**src/rtl/core/buc_pkg.sv**
```systemverilog
// Shared types and codes for the bounded unsorted list core.
package buc_pkg;

    // Operation codes
    typedef enum logic [2:0] {
        OP_INSERT    = 3'd0,
        OP_DELETE    = 3'd1,
        OP_LOOKUP    = 3'd2,
        OP_RST_CUR   = 3'd3,
        OP_READ_NEXT = 3'd4
    } op_t;

    // Result status codes
    typedef enum logic [1:0] {
        ST_OK       = 2'd0,
        ST_FULL     = 2'd1,
        ST_NOTFOUND = 2'd2,
        ST_NO_NEXT  = 2'd3
    } status_t;

    // Control sequencer states
    typedef enum logic {
        S_IDLE   = 1'b0,
        S_COMMIT = 1'b1
    } state_t;

    // Commands broadcast to every cell
    typedef struct packed {
        logic match_en;  // capture compare and cursor read for the new word
        logic ins_en;    // append at the tail
        logic del_en;    // close the gap at the first match
    } cell_cmd_t;

    // Per-cell status returned to the controller
    typedef struct packed {
        logic match;       // entry is valid and equals the word value
        logic before_cur;  // first match sits below the cursor
    } cell_stat_t;

endpackage

```
**src/rtl/core/buc_cell.sv**
```systemverilog
// One storage cell of the list chain: entry, match flag and cursor tap.
module buc_cell #(
    parameter int EW       = 32,
    parameter int CW       = 7,
    parameter int CELL_IDX = 0
) (
    input  logic              clk,
    input  buc_pkg::cell_cmd_t cmd,
    input  logic [EW-1:0]     cmp_value,
    input  logic [CW-1:0]     count,
    input  logic [CW-1:0]     cursor,
    input  logic [EW-1:0]     right_data,
    input  logic              prefix_in,
    output logic              prefix_out,
    output logic [EW-1:0]     data_out,
    output logic [EW-1:0]     rd_out,
    output buc_pkg::cell_stat_t stat
);

    localparam logic [CW-1:0] MyIdx = CW'(CELL_IDX);

    logic [EW-1:0] data_reg;
    logic [EW-1:0] rd_reg;
    logic          match_reg;
    logic          is_valid;
    logic          is_tail;
    logic          first;

    assign is_valid = (MyIdx < count);
    assign is_tail  = (MyIdx == count);

    // Match and cursor tap are captured with the word; entry updates on commit
    always_ff @(posedge clk)
    begin
        if (cmd.match_en)
        begin
            match_reg <= is_valid && (data_reg == cmp_value);
            rd_reg    <= (MyIdx == cursor) ? data_reg : '0;
        end
        if (cmd.ins_en && is_tail)
        begin
            data_reg <= cmp_value;
        end
        else if (cmd.del_en && prefix_out)
        begin
            data_reg <= right_data;
        end
    end

    // Prefix chain marks every cell at or past the first match
    assign prefix_out      = prefix_in | match_reg;
    assign first           = match_reg & ~prefix_in;
    assign data_out        = data_reg;
    assign rd_out          = rd_reg;
    assign stat.match      = match_reg;
    assign stat.before_cur = first && (MyIdx < cursor);

endmodule

```
**config.mk**
```make
export PLATFORM = sky130hd
export DESIGN_NAME = buc_cell
export DESIGN_NICKNAME = d
export VERILOG_FILES = /design/src/rtl/core/buc_pkg.sv /design/src/rtl/core/buc_cell.sv
export SDC_FILE = /design/constraint.sdc
export NUM_CORES = 1
export LEC_CHECK = 0
export BUFFER_PORTS_ARGS = -buffer_cell sky130_fd_sc_hd__buf_2
export CORE_MARGIN = 5
export CORE_UTILIZATION = 46
export DETAILED_ROUTE_END_ITERATION = 8
export PLACE_DENSITY = 0.79
export SETUP_SLACK_MARGIN = 0.02
export SYNTH_ARGS = -nofsm -noshare
export SYNTH_HDL_FRONTEND = slang
export SYNTH_SLANG_ARGS = --single-unit
```
**constraint.sdc**
```tcl
create_clock -name clk -period 3.5 [get_ports clk]
set_clock_uncertainty 0.1 [all_clocks]
set_input_delay 0.525 -clock clk [delete_from_list [all_inputs] [get_ports clk]]
set_output_delay 0.525 -clock clk [all_outputs]
set_load 0.05 [all_outputs]
```
==> out/metrics.yaml, run 1 <==
status: "finished, final reports clean"
relSlewSlack_pct: 47.24
yosys_warnings: 0
cts_repair_resize_count: 0
ctsHoldBuffers: 0
post_cts_buffers: 0
die_w_um: 92.12
cp-start-kind: "primary input"
min_period_over_period_pct: 69.17
tightest_slew_ns: 0.7913
grt_pass1_vias: 2278
wl_per_cell_um: 17.16
cp.required_ns: 3.48
fp.coreArea_mm2: 0.006681
gp_congestion: 0.8232
nets: 428
ant_nets: 0
finalHoldViolCount: 0
drt_first_pass_iters: 4
clkSinkCount: 65
critical-path-slowest-cell: "or4_4"
rows: 30
place_inst: 414
drc: 0
leakagePower_nw: 1.923
grt_usage_pct: 17.90
async_flop_share_pct: 0
start_util_pct: 46.42
synthToLayoutAreaGrowth_pct: 33.56
cp_num_buf_inv: 2
end_kind: "register"
hp-class: "in2reg"
ys_ff_latch: 65
synth_edf_count: 65
synth_cells: 188
numCtsBuffers: 9
wirelength_mm: 7.379
setup_tns_ns: 0
drt_iter0_drc: 81
rr_worst_depth: 4
switching_power_uw: 497.9
synth_fp_nets: 271
ys.flop_type: "edfxtp_1"
p_int_mw: 1.387
min_path_cells: 2
slowest_delay_ns: 0.53
cap_viol_max_count: 0
avgSynthCellArea_um2: 16.50
drive_gt1_share_pct: 58.29
whs_ns: 0.3902
yosys.cell_types.count: 20
cts-root-buf: "clkbuf_8"
worstPathArrival_ns: 2.40
grt-ovfl-total: 0
die_h_um: 92.12
via_per_inst: 4.756
cp_top_family: "simple AND/OR/NAND/NOR gates"
cp_max_fo: 19
grt_pass1_wl_mm: 11.49
rsz0062_at_grt: "no"
peakVddDrop_uv: 218.2
r2r_start: "data_out[18]"
ys_seq_area_share_pct: 62.93
cts_tree: "yes"
comb_power_share_pct: 15.5
clock_power_share_pct: 36.0
timing.rr.end: "match_reg"
clock_latency_ns: 0.33
drv_slew: 0
fmax_mhz: 413.1
grt_max_degree: 34
pwr_density_cell_mw_per_mm2: 455.0
synth_area_mm2: 0.003102
hold_end: "data_out[16]"
clkTransAtPathRegs_ns: 0.07
setup_viol: 0
dieArea_mm2: 0.008485
path_class: "in2reg"
h-tree-depth: 3
crit_chain: "buf_2, or4_4, nor4_4, nand2_2, buf_4, mux2_4"
rrSetupSlack_ns: 1.83
cts_max_path_buffers: 2
io_pins: 150
sw_frac_of_total_pct: 26.41
portBuffers: 149
hp-start: "right_data[16]"
seqPwrFrac_pct: 48.5
hpwl_mm: 5.640
antennaDiodeCount: 0
num_vias: 2045
antenna_found_initial: 0
instances_no_fill: 430
finalCriticalPeriod_ns: 2.421
[worst register-to-register path, stage by stage, from the launching register on]
cell	delay, ns
edfxtp_1	0.43
xor2_1	0.17
nor4_1	0.40
nand4_1	0.19
nor4_1	0.20
[cells in the final DEF, fill, tap and decap left out]
master and n:
clkinvlp_4 1, nand4_1 2, xnor2_1 4, or4_4 1, mux2_2 3, mux2_4 29, buf_4 4, edfxtp_1 65
nand2_2 1, or2_2 1, nor4_4 2, xor2_1 28, buf_2 149, nor4_1 8, clkinv_2 2, and2_1 32
nand2_1 2, bufinv_16 2, or4_1 1, nand3_1 1, clkinv_1 2, clkbuf_8 9, nor3b_1 1
[area by class of cell]
type,instances,area (um^2)
clock buffers,9,123.9
clock inverters,7,85.08
fillers,536,2539
multi-input cells,116,1106
flip-flops and latches,65,1952
well taps,80,100.1
repair buffers,153,775.7
[stage by stage]
step / utilization [%] / total power, mW / instance area, um^2 / setup WS [ns]
2_1_floorplan: - / 1.111 / 3102 / 0.7564
3_3_place_gp: 58.88 / 1.219 / 3934 / 0.7684
3_5_place_dp: 58.88 / 1.225 / 3934 / 0.7066
4_1_cts: 62.00 / 1.898 / 4143 / 1.068
5_1_grt: 62.00 / 1.957 / 4143 / 1.021
6_report: 62.00 / 1.885 / 4143 / 1.079
[layer usage]
layer / up-vias / track usage (%) / share of wire, %
li1: 1005 / - / -
met2: 71 / 31.39 / 53
met3: 11 / 4.430 / 5.8
met1: 958 / 20.71 / 40
met4: 0 / 7.673 / 1.9
met5: - / 0 / 0
[power by group through the flow]
stage | registers [mW] | logic, mW | clock network, mW
after detailed placement | 0.931 | 0.294 | 0
after global placement | 0.930 | 0.289 | 0
after global routing | 0.918 | 0.308 | 0.731
after floorplan | 1.04 | 0.0696 | 0
after CTS | 0.914 | 0.295 | 0.690
final | 0.914 | 0.292 | 0.679
[Yosys cell counts (2+ instances only)]
library cell,n,area share (%)
and2_1,32,6.5
buf_6,3,1.1
clkbuf_1,3,0.36
edfxtp_1,65,63
mux2_2,3,1.1
mux2_4,29,14
nand2_1,2,0.24
nand4_1,2,0.40
nor4_1,8,1.6
xnor2_1,4,1.1
xor2_1,28,7.9
[worst max-delay path by stage]
stage / cells after the start / startpoint / slack [ns] / to
2_1_floorplan: 5 / count[3] / 0.76 / data_out[0]
3_3_place_gp: 6 / count[3] / 0.77 / data_out[27]
3_5_place_dp: 6 / count[3] / 0.71 / data_out[3]
4_1_cts: 6 / count[3] / 1.07 / data_out[3]
5_1_grt: 6 / count[3] / 1.02 / data_out[27]
6_report: 6 / count[3] / 1.08 / data_out[27]
[logic make-up (layout without fill, tap and decap cells)]
| group | Yosys count | after routing | share of synthesized area, % |
|---|---|---|---|
| XOR/XNOR | 32 | 32 | 9.036 |
| buffers and inverters | 7 | 169 | 1.694 |
| flip-flops | 65 | 65 | 62.93 |
| multiplexers | 32 | 32 | 15.13 |
| AND/OR/NAND/NOR | 52 | 52 | 11.21 |
(Power assumes the default switching activity.)
==> run 2, diff against run 1 <==
==> constraint.sdc (replaced) <==
create_clock -name clk -period 2.26 [get_ports clk]
set_clock_uncertainty 0.1 [all_clocks]
set_input_delay 0.339 -clock clk [delete_from_list [all_inputs] [get_ports clk]]
set_output_delay 0.339 -clock clk [all_outputs]
set_load 0.05 [all_outputs]
==> run 2 against run 1 <==
Worst hold slack got worse by 0.18 ns; via count increased by 1.1%; sequential share of layout area decreased by 0.31 points; sequential power increased by 54%; largest power group unchanged; cell area increased by 0.66%; clock power increased by 37%; wire length decreased by 4.7%; register-to-register slack got worse by 1.3 ns; setup slack got worse by 0.73 ns.
==> out/metrics.yaml, run 2 (synthesized netlist as in run 1, its figures left out) <==
via_per_inst: 4.807  # +1.1%
die_h_um: 92.12  # unchanged
peakVddDrop_uv: 329.3  # +51%
clock_latency_ns: 0.32  # about the same
setup_slack_ns: 0.3476  # -0.7315 ns
end_kind: "output pin"
drv_slew: 0  # unchanged
fp.coreArea_mm2: 0.006681  # unchanged
clkSinkCount: 65  # unchanged
hp-class: "in2reg"
dieArea_mm2: 0.008485  # unchanged
final_cell_mix: "buf_2 (149), edfxtp_1 (65), and2_1 (32)"
setup_viol: 0  # unchanged
grt_pass1_wl_mm: 10.91  # -5.0%
wl_per_cell_um: 16.35  # -4.7%
cp.required_ns: 1.82  # -1.66 ns
worstPathArrival_ns: 1.47  # -0.93 ns
cts_repair_resize_count: 0  # unchanged
cp-start-kind: "primary input"
seqPwrFrac_pct: 50.4  # +1.9 points
hpwl_mm: 5.396  # -4.3%
cts_max_path_buffers: 2  # unchanged
gp_congestion: 0.7284  # -12%
min_period_over_period_pct: 84.62
whs_ns: 0.2109  # -0.1792 ns
final_area_mm2: 0.004170  # +0.66%
clock_power_share_pct: 33.1  # -2.9 points
cts_tree: "yes"
layout_commonest_cell: "buf_2"
antennaDiodeCount: 0  # unchanged
min_path_cells: 2  # unchanged
nets: 428  # unchanged
drc: 0  # unchanged
fmax_mhz: 522.9
portBuffers: 149  # unchanged
comb_power_share_pct: 16.4  # +0.9 points
sw_frac_of_total_pct: 26.94  # +0.52 points
fin_util_pct: 62.42  # +0.41 points
drt_first_pass_iters: 4  # unchanged
rsz0062_at_grt: "no"
io_pins: 150  # unchanged
grt-ovfl-total: 0  # unchanged
tightest_slew_ns: 0.7873  # -0.004008 ns
finalHoldViolCount: 0  # unchanged
cp_max_fo: 2  # -17
h-tree-depth: 3  # unchanged
ctsHoldBuffers: 0  # unchanged
post_cts_buffers: 0  # unchanged
total_power_mw: 2.802  # +49%
switching_power_uw: 754.8  # +52%
status: "finished, final reports clean"
cts-root-buf: "clkbuf_8"
finalCriticalPeriod_ns: 1.912
drive_gt1_share_pct: 58.86  # +0.57 points
rr_worst_depth: 4  # unchanged
placed_area_mm2: 0.003984  # +1.3%
grt_usage_pct: 16.77  # -1.1 points
dp_slack_ns: 0.08787  # -0.6187 ns
clkTransAtPathRegs_ns: 0.08  # about the same
numCtsBuffers: 9  # unchanged
grt_max_degree: 34  # unchanged
cap_viol_max_count: 0  # unchanged
p_int_mw: 2.047  # +48%
die_w_um: 92.12  # unchanged
grt_pass1_vias: 2183  # -4.2%
antenna_found_initial: 0  # unchanged
pwr_density_cell_mw_per_mm2: 671.9  # +48%
num_vias: 2067  # +1.1%
wirelength_mm: 7.030  # -4.7%
place_inst: 414  # unchanged
drt_iter0_drc: 75  # -7.4%
start_util_pct: 46.42  # unchanged
setup_tns_ns: 0  # unchanged
synthToLayoutAreaGrowth_pct: 34.45
path_class: "in2out"
rows: 30  # unchanged
leakagePower_nw: 1.926  # +0.16%
relSlewSlack_pct: 47.51  # +0.27 points
instances_no_fill: 430  # unchanged
ant_nets: 0  # unchanged
-- run 2: power by group through the flow --
stage	logic (mW)	registers, mW	clock network (mW)
floorplan	0.109	1.61	0
global placement	0.457	1.44	0
detailed placement	0.463	1.44	0
CTS	0.465	1.41	0.957
global route	0.486	1.42	1.02
finish	0.460	1.41	0.929
-- run 2: metal layers --
metal | wire (um) | GRT usage [%]
met1 | 2891 | 21.05
met2 | 3664 | 28.53
met3 | 373 | 3.445
met4 | 101 | 6.312
met5 | 0 | 0
-- run 2: path summary, 6_finish.rpt --
| kind | start | end | slack [ns] |
|---|---|---|---|
| worst min register to register | data_out[13] | rd_out[13] | 0.51 |
| worst max-delay path | cursor[2] | stat[0] | 0.35 |
| worst min-delay path | right_data[0] | data_out[0] | 0.21 |
| worst max register to register | data_out[14] | match_reg | 0.54 |
-- run 2: area by class of cell --
| cell class | instances | area (um^2) |
|---|---|---|
| tap | 80 | 100.1 |
| clock buffer | 10 | 127.6 |
| sequential | 65 | 1952 |
| clock inverter | 6 | 58.81 |
| timing repair buffer | 153 | 813.3 |
| fill | 535 | 2511 |
| multi-input combinational | 116 | 1119 |
-- run 2: worst max-delay path: stages --
cell	delay [ns]
buf_2	0.09
or4_1	0.56
nor4_4	0.20
nor3b_2	0.07
buf_2	0.21
==> run 3, diff against run 2 <==
==> constraint.sdc (replaced) <==
create_clock -name clk -period 1.9 [get_ports clk]
set_clock_uncertainty 0.1 [all_clocks]
set_input_delay 0.285 -clock clk [delete_from_list [all_inputs] [get_ports clk]]
set_output_delay 0.285 -clock clk [all_outputs]
set_load 0.05 [all_outputs]
==> run 3 against run 2 <==
Worst hold slack got worse by 0.059 ns; global-route usage increased by 1.2 points; clock power increased by 2%; first-iteration DRC count decreased by 25%; cell area increased by 0.15%; die area unchanged; register-to-register slack got worse by 0.28 ns; total power increased by 13%; setup slack got worse by 0.23 ns; largest cell class unchanged; largest power group unchanged; highest routed layer unchanged.
==> out/metrics.yaml, run 3 (synthesized netlist as in run 1, its figures left out) <==
status: "finished, final reports clean"
place_inst: 416  # +0.48%
hp-class: "in2reg"
pwr_density_cell_mw_per_mm2: 760.0  # +13%
relSlewSlack_pct: 73.81  # +26 points
comb_power_share_pct: 17.2  # +0.8 points
grt-ovfl-total: 0  # unchanged
die_w_um: 92.12  # unchanged
grt_usage_pct: 17.97  # +1.2 points
seqPwrFrac_pct: 53.0  # +2.6 points
grt_pass1_vias: 2327  # +6.6%
die_h_um: 92.12  # unchanged
min_period_over_period_pct: 94.02
end_kind: "output pin"
switching_power_uw: 887.1  # +18%
wl_per_cell_um: 17.24  # +5.4%
clock_latency_ns: 0.33  # about the same
leakagePower_nw: 1.943  # +0.85%
fillers: 552  # +3.2%
h-tree-depth: 3  # unchanged
rsz0062_at_grt: "no"
cts-root-buf: "clkbuf_8"
start_util_pct: 46.42  # unchanged
numCtsBuffers: 9  # unchanged
drt_first_pass_iters: 4  # unchanged
cp-startpoint: "cursor[2]"
hp-start: "right_data[7]"
drive_gt1_share_pct: 59.38  # +0.52 points
total_power_mw: 3.174  # +13%
drt_iter0_drc: 56  # -25%
fp.coreArea_mm2: 0.006681  # unchanged
rows: 30  # unchanged
cap_viol_max_count: 0  # unchanged
hpwl_mm: 5.830  # +8.0%
r2r_start: "data_out[18]"
nets: 431  # +0.70%
layout_commonest_cell: "buf_2"
tightest_slew_ns: 0.3893  # -0.3980 ns
dieArea_mm2: 0.008485  # unchanged
fmax_mhz: 559.8
cp_max_fo: 2  # unchanged
drc: 0  # unchanged
clkTransAtPathRegs_ns: 0.07  # about the same
instances_no_fill: 432  # +0.47%
drv_slew: 0  # unchanged
portBuffers: 149  # unchanged
sw_frac_of_total_pct: 27.95  # +1.0 points
setup_viol: 0  # unchanged
ctsHoldBuffers: 0  # unchanged
worstPathArrival_ns: 1.40  # -0.07 ns
clock_power_share_pct: 29.8  # -3.3 points
io_pins: 150  # unchanged
cts_max_path_buffers: 2  # unchanged
cp-start-kind: "primary input"
clkSinkCount: 65  # unchanged
wirelength_mm: 7.446  # +5.9%
path_class: "in2out"
final_cell_mix: "buf_2 (148), edfxtp_1 (65), and2_1 (32)"
dp_slack_ns: -0.2240  # -0.3118 ns
peakVddDrop_uv: 379.8  # +15%
synthToLayoutAreaGrowth_pct: 34.65
finalHoldViolCount: 0  # unchanged
antenna_found_initial: 0  # unchanged
num_vias: 2097  # +1.5%
finalCriticalPeriod_ns: 1.786
antennaDiodeCount: 0  # unchanged
cp.required_ns: 1.51  # -0.31 ns
p_int_mw: 2.287  # +12%
cts_tree: "yes"
grt_pass1_wl_mm: 11.57  # +6.1%
grt_max_degree: 33  # -2.9%
setup_tns_ns: 0  # unchanged
setup_slack_ns: 0.1137  # -0.2339 ns
gp_congestion: 0.7938  # +9.0%
ant_nets: 0  # unchanged
via_per_inst: 4.854  # +0.98%
-- run 3: critical path, cell delays in order --
cell and delay (ns):
buf_2 0.10, or4_4 0.54, nor4_4 0.23, nor3b_2 0.09, buf_6 0.16
-- run 3: power by group through the flow --
stage	clock (mW)	combinational, mW	sequential [mW]
2_1_floorplan	0	0.131	1.92
4_1_cts	0.974	0.550	1.68
3_5_place_dp	0	0.547	1.71
5_1_grt	1.03	0.577	1.69
3_3_place_gp	0	0.537	1.71
6_report	0.946	0.545	1.68
-- run 3: path summary, 6_finish.rpt --
check | endpoint | depth (start not counted) | slack, ns
max | stat[0] | 5 | 0.11
min | data_out[7] | 2 | 0.15
max reg2reg | match_reg | 4 | 0.26
min reg2reg | rd_out[14] | 1 | 0.51
-- run 3: timing repair --
action | CTS | global route
setup buffers | 1 | 0
endpoints found under the setup margin | 1 | 1
resized for setup | 3 | 0
pin swaps | 1 | 1
-- run 3: cell type report --
type | count | area, um^2 | area share, %
Multi-Input combinational cell | 116 | 1131 | 27.08
Timing Repair Buffer | 156 | 842.1 | 20.16
Sequential cell | 65 | 1952 | 46.73
Clock inverter | 5 | 23.77 | 0.5692
Clock buffer | 10 | 127.6 | 3.056
Tap cell | 80 | 100.1 | 2.397
-- run 3: per-stage QoR --
stage,area [um^2],util [%],hold WS (ns)
floorplan,3124,-,0.2975
global placement,4008,59.98,0.4776
detailed placement,4008,59.98,0.4877
CTS,4177,62.51,0.1321
global route,4177,62.51,0.1347
finish,4177,62.51,0.1521
-- run 3: routing by layer --
metal | track usage, % | vias up | part of all wire [%]
li1 | - | 1014 | -
met1 | 20.55 | 986 | 38
met2 | 31.39 | 83 | 53
met3 | 4.020 | 14 | 6.6
met4 | 9.158 | 0 | 2.1
met5 | 0 | - | 0
